**config.mk**
```make
export PLATFORM = sky130hd
export DESIGN_NAME = double_ended_queue_top
export DESIGN_NICKNAME = d
export VERILOG_FILES = /design/src/sv/deq_pkg.sv /design/src/sv/deq_ctrl.sv /design/src/sv/deq_datapath.sv /design/src/sv/double_ended_queue_top.sv
export SDC_FILE = /design/constraint.sdc
export NUM_CORES = 1
export LEC_CHECK = 0
export BUFFER_PORTS_ARGS = -buffer_cell sky130_fd_sc_hd__buf_2
export CORE_MARGIN = 2
export CORE_UTILIZATION = 50
export CTS_CLUSTER_SIZE = 28
export DETAILED_ROUTE_END_ITERATION = 7
export GPL_ROUTABILITY_DRIVEN = 0
export PLACE_DENSITY = 0.77
export RECOVER_POWER = 100
export SKIP_CTS_REPAIR_TIMING = 1
export SYNTH_ARGS = -nofsm -noshare
export SYNTH_HDL_FRONTEND = slang
export SYNTH_SLANG_ARGS = --single-unit
```
**constraint.sdc**
```tcl
create_clock -name i_clk -period 10 [get_ports i_clk]
set_clock_uncertainty 0.2 [all_clocks]
set_input_delay 1 -clock i_clk [delete_from_list [all_inputs] [get_ports i_clk]]
set_output_delay 1 -clock i_clk [all_outputs]
set_load 0.01 [all_outputs]
```
**src/sv/deq_pkg.sv**
```systemverilog
// ----------------------------------------------------------------------------
// deq_pkg
// Shared sizes, operation and status codes, and control structs for the
// double-ended queue.
// ----------------------------------------------------------------------------
package deq_pkg;

    localparam int DEPTH = 16;
    localparam int IDX_W = (DEPTH > 1) ? $clog2(DEPTH) : 1;
    localparam int CNT_W = $clog2(DEPTH + 1);

    localparam int OP_W          = 3;
    localparam int WORD_W        = 32;
    localparam int ENTRY_COUNT_W = 5;
    localparam int STATUS_W      = 2;

    // operation codes
    localparam logic [OP_W-1:0] OP_ADD_FRONT = 3'd0;
    localparam logic [OP_W-1:0] OP_ADD_BACK  = 3'd1;
    localparam logic [OP_W-1:0] OP_REM_FRONT = 3'd2;
    localparam logic [OP_W-1:0] OP_REM_BACK  = 3'd3;
    localparam logic [OP_W-1:0] OP_READ      = 3'd4;

    // status codes
    localparam logic [STATUS_W-1:0] ST_DONE  = 2'd0;
    localparam logic [STATUS_W-1:0] ST_FULL  = 2'd1;
    localparam logic [STATUS_W-1:0] ST_EMPTY = 2'd2;

    // count as shown on the result port when the queue is full
    localparam logic [ENTRY_COUNT_W-1:0] FULL_COUNT = ENTRY_COUNT_W'(DEPTH);

    typedef struct packed {
        logic load_item;   // capture the incoming transaction
        logic exec;        // apply the operation to the ring
        logic rd_update;   // refresh an end cache from the store read
        logic load_out;    // move the result into the output register
    } t_ctrl_cmd;

    typedef struct packed {
        logic need_read;   // a remove leaves a new end word to fetch
    } t_dp_status;

endpackage

```
**src/sv/deq_ctrl.sv**
```systemverilog
// ----------------------------------------------------------------------------
// deq_ctrl
// Sequencer for the double-ended queue: input handshake, operation steps
// and output valid.
// ----------------------------------------------------------------------------
module deq_ctrl import deq_pkg::*; (
    input  logic       i_clk,
    input  logic       i_rst_n,
    input  logic       i_in_valid,
    input  logic       i_out_stall,
    input  t_dp_status i_status,
    output logic       o_in_stall,
    output logic       o_out_valid,
    output t_ctrl_cmd  o_cmd
);

    localparam logic [1:0] S_IDLE = 2'd0;
    localparam logic [1:0] S_EXEC = 2'd1;
    localparam logic [1:0] S_READ = 2'd2;
    localparam logic [1:0] S_DONE = 2'd3;

    logic [1:0] r_state, n_state;
    logic       r_out_valid, n_out_valid;
    logic       out_free;

    assign out_free = !r_out_valid || !i_out_stall;

    always_comb begin
        n_state = r_state;
        o_cmd   = '0;
        case (r_state)
            S_IDLE: begin
                if (i_in_valid) begin
                    o_cmd.load_item = 1'b1;
                    n_state         = S_EXEC;
                end
            end
            S_EXEC: begin
                o_cmd.exec = 1'b1;
                n_state    = i_status.need_read ? S_READ : S_DONE;
            end
            S_READ: begin
                o_cmd.rd_update = 1'b1;
                n_state         = S_DONE;
            end
            S_DONE: begin
                if (out_free) begin
                    o_cmd.load_out = 1'b1;
                    n_state        = S_IDLE;
                end
            end
            default: n_state = S_IDLE;
        endcase
    end

    always_comb begin
        n_out_valid = r_out_valid;
        if (o_cmd.load_out) begin
            n_out_valid = 1'b1;
        end else if (!i_out_stall) begin
            n_out_valid = 1'b0;
        end
    end

    always_ff @(posedge i_clk) begin
        if (!i_rst_n) begin
            r_state     <= S_IDLE;
            r_out_valid <= 1'b0;
        end else begin
            r_state     <= n_state;
            r_out_valid <= n_out_valid;
        end
    end

    assign o_in_stall  = (r_state != S_IDLE);
    assign o_out_valid = r_out_valid;

endmodule

```
**src/sv/deq_datapath.sv**
```systemverilog
// ----------------------------------------------------------------------------
// deq_datapath
// Ring store, head index, count, cached end words and result register.
// ----------------------------------------------------------------------------
module deq_datapath import deq_pkg::*; (
    input  logic                       i_clk,
    input  logic                       i_rst_n,
    input  t_ctrl_cmd                  i_cmd,
    input  logic [OP_W-1:0]            i_operation,
    input  logic signed [WORD_W-1:0]   i_data_in,
    output t_dp_status                 o_status,
    output logic signed [WORD_W-1:0]   o_removed_value,
    output logic signed [WORD_W-1:0]   o_first_value,
    output logic signed [WORD_W-1:0]   o_last_value,
    output logic [ENTRY_COUNT_W-1:0]   o_entry_count,
    output logic [STATUS_W-1:0]        o_status_code
);

    // ring position idx + off, both below DEPTH
    function automatic logic [IDX_W-1:0] wrap_add(input logic [IDX_W-1:0] idx,
                                                  input logic [IDX_W-1:0] off);
        logic [IDX_W:0] sum;
        sum = {1'b0, idx} + {1'b0, off};
        if (sum >= (IDX_W+1)'(DEPTH)) begin
            sum = sum - (IDX_W+1)'(DEPTH);
        end
        return sum[IDX_W-1:0];
    endfunction

    logic [WORD_W-1:0]   mem [DEPTH];
    logic [WORD_W-1:0]   r_rd_data;

    logic [OP_W-1:0]     r_op;
    logic [WORD_W-1:0]   r_data;
    logic [IDX_W-1:0]    r_head;
    logic [CNT_W-1:0]    r_count;
    logic [WORD_W-1:0]   r_first;
    logic [WORD_W-1:0]   r_last;
    logic [WORD_W-1:0]   r_removed;
    logic [STATUS_W-1:0] r_status;

    logic                is_full, is_empty, is_single;
    logic [IDX_W-1:0]    idx_prev_head, idx_next_head, idx_tail_slot, idx_new_last;
    logic [IDX_W-1:0]    wr_addr, rd_addr;
    logic                wr_en, rd_en;

    assign is_full   = (r_count == CNT_W'(DEPTH));
    assign is_empty  = (r_count == '0);
    assign is_single = (r_count == CNT_W'(1));

    assign idx_prev_head = wrap_add(r_head, IDX_W'(DEPTH - 1));
    assign idx_next_head = wrap_add(r_head, IDX_W'(1));
    assign idx_tail_slot = wrap_add(r_head, IDX_W'(r_count));
    assign idx_new_last  = wrap_add(r_head, IDX_W'(r_count - CNT_W'(2)));

    // a remove that leaves at least one word must fetch the new end word
    assign o_status.need_read = (r_op inside {OP_REM_FRONT, OP_REM_BACK})
                                && !is_empty && !is_single;

    assign wr_en   = i_cmd.exec && !is_full
                     && ((r_op == OP_ADD_FRONT) || (r_op == OP_ADD_BACK));
    assign wr_addr = (r_op == OP_ADD_FRONT) ? idx_prev_head : idx_tail_slot;
    assign rd_en   = i_cmd.exec && o_status.need_read;
    assign rd_addr = (r_op == OP_REM_FRONT) ? idx_next_head : idx_new_last;

    always_ff @(posedge i_clk) begin
        if (wr_en) begin
            mem[wr_addr] <= r_data;
        end
    end

    always_ff @(posedge i_clk) begin
        if (rd_en) begin
            r_rd_data <= mem[rd_addr];
        end
    end

    // captured transaction
    always_ff @(posedge i_clk) begin
        if (i_cmd.load_item) begin
            r_op   <= i_operation;
            r_data <= i_data_in;
        end
    end

    // queue state and end-word caches
    always_ff @(posedge i_clk) begin
        if (!i_rst_n) begin
            r_head  <= '0;
            r_count <= '0;
            r_first <= '0;
            r_last  <= '0;
        end else if (i_cmd.exec) begin
            case (r_op)
                OP_ADD_FRONT: begin
                    if (!is_full) begin
                        r_head  <= idx_prev_head;
                        r_count <= r_count + CNT_W'(1);
                        r_first <= r_data;
                        if (is_empty) r_last <= r_data;
                    end
                end
                OP_ADD_BACK: begin
                    if (!is_full) begin
                        r_count <= r_count + CNT_W'(1);
                        r_last  <= r_data;
                        if (is_empty) r_first <= r_data;
                    end
                end
                OP_REM_FRONT: begin
                    if (!is_empty) begin
                        r_head  <= idx_next_head;
                        r_count <= r_count - CNT_W'(1);
                        if (is_single) begin
                            r_first <= '0;
                            r_last  <= '0;
                        end
                    end
                end
                OP_REM_BACK: begin
                    if (!is_empty) begin
                        r_count <= r_count - CNT_W'(1);
                        if (is_single) begin
                            r_first <= '0;
                            r_last  <= '0;
                        end
                    end
                end
                default: ;
            endcase
        end else if (i_cmd.rd_update) begin
            if (r_op == OP_REM_FRONT) begin
                r_first <= r_rd_data;
            end else begin
                r_last <= r_rd_data;
            end
        end
    end

    // removed word and status, decided from the state before the update
    always_ff @(posedge i_clk) begin
        if (i_cmd.exec) begin
            r_removed <= '0;
            r_status  <= ST_DONE;
            case (r_op)
                OP_ADD_FRONT, OP_ADD_BACK: begin
                    if (is_full) r_status <= ST_FULL;
                end
                OP_REM_FRONT: begin
                    if (is_empty) r_status <= ST_EMPTY;
                    else          r_removed <= r_first;
                end
                OP_REM_BACK: begin
                    if (is_empty) r_status <= ST_EMPTY;
                    else          r_removed <= r_last;
                end
                default: ;
            endcase
        end
    end

    // result register
    always_ff @(posedge i_clk) begin
        if (i_cmd.load_out) begin
            o_removed_value <= r_removed;
            o_first_value   <= r_first;
            o_last_value    <= r_last;
            o_entry_count   <= ENTRY_COUNT_W'(r_count);
            o_status_code   <= r_status;
        end
    end

endmodule

```
**src/sv/double_ended_queue_top.sv**
```systemverilog
// ----------------------------------------------------------------------------
// double_ended_queue_top
// Bounded double-ended queue of signed 32-bit words in a ring store.
// ----------------------------------------------------------------------------
// Usage:
//   Input channel (i_in_valid / o_in_stall) carries one operation per
//   transaction: add front, add back, remove front, remove back or read only
//   (unused codes act as read only). i_data_in matters for adds only.
//   Output channel (o_out_valid / i_out_stall) returns exactly one result
//   per operation: removed word, first and last word (zero when empty),
//   entry count and status (done, add refused when full, remove refused
//   when empty). A refused operation leaves the queue unchanged.
// Sequencing:
//   One operation is in flight at a time. After the accepting edge the
//   controller applies it; when a remove must fetch the new end word from
//   the store (its single registered read port), it then refreshes that
//   end word from the read; last it loads the result register. A new
//   operation is taken only once the result of the last one has been
//   loaded, and loading waits while an earlier result is still stalled.
//   The result register decouples the sides: the next operation is
//   accepted and applied while an earlier result is still stalled.
// Reset:
//   Synchronous, active low. The queue comes up empty, no result pending.
//   Store contents are not cleared; only held entries are ever read.
// ----------------------------------------------------------------------------
module double_ended_queue_top import deq_pkg::*; (
    input  logic                       i_clk,
    input  logic                       i_rst_n,
    input  logic                       i_in_valid,
    output logic                       o_in_stall,
    input  logic [OP_W-1:0]            i_operation,
    input  logic signed [WORD_W-1:0]   i_data_in,
    output logic                       o_out_valid,
    input  logic                       i_out_stall,
    output logic signed [WORD_W-1:0]   o_removed_value,
    output logic signed [WORD_W-1:0]   o_first_value,
    output logic signed [WORD_W-1:0]   o_last_value,
    output logic [ENTRY_COUNT_W-1:0]   o_entry_count,
    output logic [STATUS_W-1:0]        o_status
);

    t_ctrl_cmd  cmd;     // controller -> datapath step commands
    t_dp_status status;  // datapath -> controller flags

    deq_ctrl u_ctrl (
        .i_clk       (i_clk),
        .i_rst_n     (i_rst_n),
        .i_in_valid  (i_in_valid),
        .i_out_stall (i_out_stall),
        .i_status    (status),
        .o_in_stall  (o_in_stall),
        .o_out_valid (o_out_valid),
        .o_cmd       (cmd)
    );

    deq_datapath u_datapath (
        .i_clk           (i_clk),
        .i_rst_n         (i_rst_n),
        .i_cmd           (cmd),
        .i_operation     (i_operation),
        .i_data_in       (i_data_in),
        .o_status        (status),
        .o_removed_value (o_removed_value),
        .o_first_value   (o_first_value),
        .o_last_value    (o_last_value),
        .o_entry_count   (o_entry_count),
        .o_status_code   (o_status)
    );

endmodule

```
# Word level (Yosys, flattened, before mapping)

Memories as Yosys holds them, arrays and structs flattened. A register that Yosys moved wholly into a read port is not among the register bits.
Cells that the tools add are included.

Register bits after elaboration: 248
RAM bits: 512
Output and inout port bits: 105
Word-level logic and storage cells: 127
Memories: 1

Memories:

| name           | depth | bits a word | read ports | clocked after Yosys merged registers in | wr ports | RTL line           | source |
|---|---|---|---|---|---|---|---|
| u_datapath.mem | 16    | 32          | 1          | 1                                       | 1        | deq_datapath.sv:30 | `logic [WORD_W-1:0] mem [DEPTH];` |

Add/sub/neg operators: 11
$lt $le $gt $ge: 4
Equal/unequal tests: 23
Muxes and demuxes: 45
Reductions and logical operators: 28

Operators by type and width:

| cell                  | number |
|---|---|
| $mux W32              | 13 |
| $pmux W32 S3          | 2 |
| $pmux W32 S2          | 1 |
| $mux W4               | 8 |
| $ge A5 B5 Y1 const B  | 4 |
| $ne A3 B3 Y1 const B  | 6 |
| $reduce_and A8 Y1     | 2 |
| $sub A4 B1 Y4 const B | 4 |
| $mux W1               | 12 |
| $reduce_bool A2 Y1    | 6 |
| $add A4 B4 Y5         | 2 |
| $mux W5               | 2 |
| $ne A2 B2 Y1 const B  | 5 |
| $pmux W5 S2           | 1 |
| $pmux W2 S4           | 1 |
| $pmux W4 S2           | 1 |
| $reduce_and A4 Y1     | 2 |
| $eq A3 B2 Y1 const B  | 2 |
| $mux W2               | 3 |
| $ne A2 B1 Y1 const B  | 3 |
| $add A4 B1 Y5 const B | 1 |
| $add A4 B4 Y5 const B | 1 |
| $add A5 B1 Y5 const B | 1 |
| $eq A5 B1 Y1 const B  | 1 |
| other kinds (16)      | 27 |

# Depth between registers and ports, before layout

Depth in word-level cells: 6
Gate-level depth with buffers: 12

# By module

From an unflattened synthesis, not the netlist that was laid out.

Cell total of the unflattened synthesis: 2,286
Area, all modules: 32,072.0 µm²

By module, submodules not included:

| module       | instances | cells each | area each (µm²) | sequential area each (µm²) |
|---|---|---|---|---|
| deq_datapath | 1         | 2,260      | 31,828.0        | 22,962.0 |
| deq_ctrl     | 1         | 26         | 244.0           | 60.1 |

# Least setup slack after synthesis

Ideal clock, no wire load.

Kind: input -> register
Start: input port i_out_stall
End: register u_datapath.o_entry_count[0], enable pin
Setup time: 0.721 ns
Arrival: 8.462 ns
Setup slack: 0.617 ns
Stages on the path: 1
Buffers on the path: 0
Path through: a21boi_0

Longest elaborated chain between the ends: 4

RTL lines:

| what                   | RTL line                     | source |
|---|---|---|
| start: declaration     | double_ended_queue_top.sv:34 | `input logic i_out_stall,` |
| $logic_not A1 Y1       | deq_ctrl.sv:26               | `assign out_free = !r_out_valid \|\| !i_out_stall;` |
| $logic_or A1 B1 Y1     | deq_ctrl.sv:26               |  |
| $mux W1                | deq_ctrl.sv:47               | `if (out_free) begin` |
| $mux W1                | deq_ctrl.sv:31               | `case (r_state)` |
| end signal: assignment | deq_datapath.sv:168          | `o_entry_count <= ENTRY_COUNT_W'(r_count);` |
| end: declaration       | deq_datapath.sv:15           | `output logic [ENTRY_COUNT_W-1:0] o_entry_count,` |

Every way passes these cells.
A chain may end at the register's enable or synchronous reset.

# Worst setup path after layout

Start: register u_datapath.r_op[0]
End: register u_datapath.r_rd_data[1], read port of u_datapath.mem, data pin

Longest elaborated chain between the ends: 5
Elaborated cells between the ends (all ways): 7
Classes of those cells: eq/ne: 2; mux: 1; reduce/logical: 4

RTL lines:

| what                              | RTL line                               | source |
|---|---|---|
| start: declaration                | deq_datapath.sv:33                     | `logic [OP_W-1:0] r_op;` |
| start signal: assignment          | deq_datapath.sv:81                     | `r_op <= i_operation;` |
| $eq A3 B2 Y1 (on tied branches)   | deq_datapath.sv:57, deq_datapath.sv:64 |  |
| $reduce_bool A2 Y1                | deq_datapath.sv:57                     | `assign o_status.need_read = (r_op inside {OP_REM_FRONT, OP_REM_BACK})` |
| $logic_and A1 B1 Y1 (2 in series) | deq_datapath.sv:58                     | `&& !is_empty && !is_single;` |
| $logic_and A1 B1 Y1               | deq_datapath.sv:63                     | `assign rd_en = i_cmd.exec && o_status.need_read;` |
| end: declaration                  | deq_datapath.sv:31                     | `logic [WORD_W-1:0] r_rd_data;` |

Several ways; a longest one is shown, not always the timed one.

==> impl_metrics.csv <==
group,metric,value,unit
status,status,"finished, violations left",
status,violations,"max-capacitance violations, max-slew violations",
timing,drv_slew,863,
layout,drive_gt1_frac,0.0687,
timing,slew-limit-headroom,-1.93,
timing,setup_tns,0,ps
timing,worst_slew_pin_slew,4400,ps
layout,seq_area,23000,um^2
synthesis,ys_seq_area_frac,0.754,
floorplan,die-area,63100,um^2
synthesis,synth_top_area_cell,"edfxtp_1",
floorplan,io_pins,144,
timing,whs,211,ps
route,vias,18260,
placed_design,placed_cells,3014,
cts,cts_buffers,76,
layout,layout_commonest_cell,"edfxtp_1",
cts,path_clk_slew,70,ps
grt,grt.total_usage,0.221,
grt,grt.overflow.total,0,
layout,diodes,0,
route,routed_via_density,5.79,
power_and_ir_drop,p_per_area,279,nW/um^2
timing,fmax,166,MHz
min_path,hold_class,"reg -> reg",
synthesis,syn_nets,2236,
placed_design,io_buffers,143,
timing,setup_violations,0,
layout,mostFrequentLayoutCells,"edfxtp_1 (716), nand2_1 (586), nand3_1 (234), mux2i_1 (165), clkbuf_1 (159)",
layout,nNetsFinal,2369,
synthesis,ys_warn_count,0,
floorplan,die_w,251,um
setup_path,cp_max_fo,83,
floorplan,row_count,90,
layout,fillers,4680,
route,drt_pass1_iterations,6,
grt,grt_max_degree,109,
grt,antenna_found_initial,2,
synthesis,yosysUniqueCellTypes,46,
setup_path,crit_required,10130,ps
synthesis,ys_ff_latch,792,
route,wl_per_cell,22.3,um
synthesis,synthArstFlopShare,0,
power_and_ir_drop,p_leak,0.0120,uW
power_and_ir_drop,ir_drop,0.177,mV
route,totalWireLength,70300,um
setup_path,critPathArrivalTime,6150,ps
floorplan,core_region_area,60400,um^2
synthesis,ys.flop_type,"edfxtp_1",
timing,period_share,0.602,
synthesis,synth_area,30500,um^2
layout,final_cells,3153,
cts,htreeDepth,3,
timing,timing.final.crit_period,6020,ps
floorplan,die_h,251,um
setup_path,start_kind,"flop",
timing,hold_viol,0,
setup_path,critPathKind,"reg -> reg",
synthesis,yosys.area.top_type_share,0.704,
floorplan,initial_core_util,0.506,
synthesis,synthTopCellsByArea,"edfxtp_1 (70%), nand2_1 (7.2%), mux2i_1 (5.4%)",
timing,rsz0062_at_grt,"no",
cts,cts_tree,"built",
layout,finish.utilization,0.567,
run,maxCapViolations,25,
synthesis,synth-edff-count,716,
placed_design,post-dp-hpwl,36100,um
layout,multiInputGateArea,7000,um^2
grt,grt_pass1_wl,106000,um
route,drc,0,
route,dr.first_iter.drc_count,2194,
cts,clkLatencyLatePin,620,ps
synthesis,synth_area_per_cell,14.0,um^2
setup_path,endpoint_kind,"flop",
cts,clock_sinks,792,
synthesis,synthesis.instances,2177,
route,detail-route-antenna-nets,0,
cts,clk_path_buf_depth,3,
grt,grt_pass1_vias,18018,
layout,area_growth,12.1,%
cts,cts_root_buffer,"clkbuf_16",
final timing paths:
path / startpoint / end / slack, ps / cells after the start
max reg2reg: u_datapath.r_op[0]$_DFFE_PP_ / u_datapath.r_rd_data[1]$_DFFE_PP_ / 3980 / 8
min: u_datapath.r_status[0]$_DFFE_PN_ / u_datapath.o_status_code[0]$_DFFE_PP_ / 210 / 0
max: u_datapath.r_op[0]$_DFFE_PP_ / u_datapath.r_rd_data[1]$_DFFE_PP_ / 3980 / 8
min reg2reg: u_datapath.r_status[0]$_DFFE_PN_ / u_datapath.o_status_code[0]$_DFFE_PP_ / 210 / 0
cells in the mapped netlist, drive strengths merged (5+ instances only):
| library cell | n |
|---|---|
| clkbuf | 59 |
| edfxtp | 716 |
| nor3 | 22 |
| nand2 | 586 |
| buf | 67 |
| nor2b | 8 |
| mux2i | 166 |
| xor2 | 8 |
| nor2 | 40 |
| o21ai | 5 |
| o2bb2ai | 32 |
| and2 | 9 |
| o21a | 5 |
| xnor2 | 11 |
| nand4 | 33 |
| dfxtp | 76 |
| a21o | 5 |
| a32oi | 32 |
| inv | 11 |
| a21oi | 8 |
| ha | 18 |
| nand3 | 234 |
area by class of cell:
class / count / area share
Multi-Input combinational cell: 1247 / 0.205
Timing Repair Buffer: 181 / 0.0224
Tap cell: 782 / 0.0286
Sequential cell: 792 / 0.672
Inverter: 12 / 0.00132
Clock buffer: 110 / 0.0650
Clock inverter: 29 / 0.00614
through the flow:
stage	cell area [um^2]	setup slack (ps)	power [uW]
3_3_place_gp	32100	5810	6690
3_5_place_dp	32100	5680	6790
4_1_cts	34600	5620	9560
6_report	34300	3980	9550
5_1_grt	34300	3660	9940
2_1_floorplan	30500	617	6030
power breakdown:
group	switching (uW)	leakage (uW)	internal [uW]
registers	244	0.00712	4120
logic	1630	0.00366	769
clock network	1180	0.00119	1600
state kept, by name (all words and copies together) (netlist names):
signal / cells
u_datapath.mem: 512
u_datapath.o_first_value: 32
u_datapath.o_last_value: 32
u_datapath.o_removed_value: 32
u_datapath.r_data: 32
u_datapath.r_first: 32
u_datapath.r_last: 32
u_datapath.r_rd_data: 32
u_datapath.r_removed: 32
u_datapath.o_entry_count: 5
u_datapath.r_count: 5
u_datapath.r_head: 4
u_datapath.r_op: 3
u_ctrl.r_state: 2
u_datapath.o_status_code: 2
u_datapath.r_status: 2
u_ctrl.o_out_valid: 1
cell families after synthesis:
logic type	Yosys count	share of synthesized area
and+or+nand+nor	945	0.132
DFF	792	0.754
muxes	166	0.0545
buffers and inverters	138	0.0196
AOI/OAI and AO/OA	97	0.0257
adders and majority gates	20	0.00868
xor gates and xnor gates	19	0.00545
critical path, cell delays in order, from the launching register on:
cell and delay, ps:
edfxtp_1 360, buf_4 330, or3b_1 580, a21oi_1 2520, buf_4 1030, mux2i_1 320, a32oi_1 90, nand3_1 160
mux2i_1 70
per-layer routing:
metal	share of wire	vias to the layer above	global-route usage
met5	0.00040	-	0
met1	0.39	8870	0.299
met4	0.029	4	0.0818
li1	-	8200	-
met2	0.48	1029	0.359
met3	0.099	157	0.0425
No activity file was read; power rests on OpenSTA's default activity.
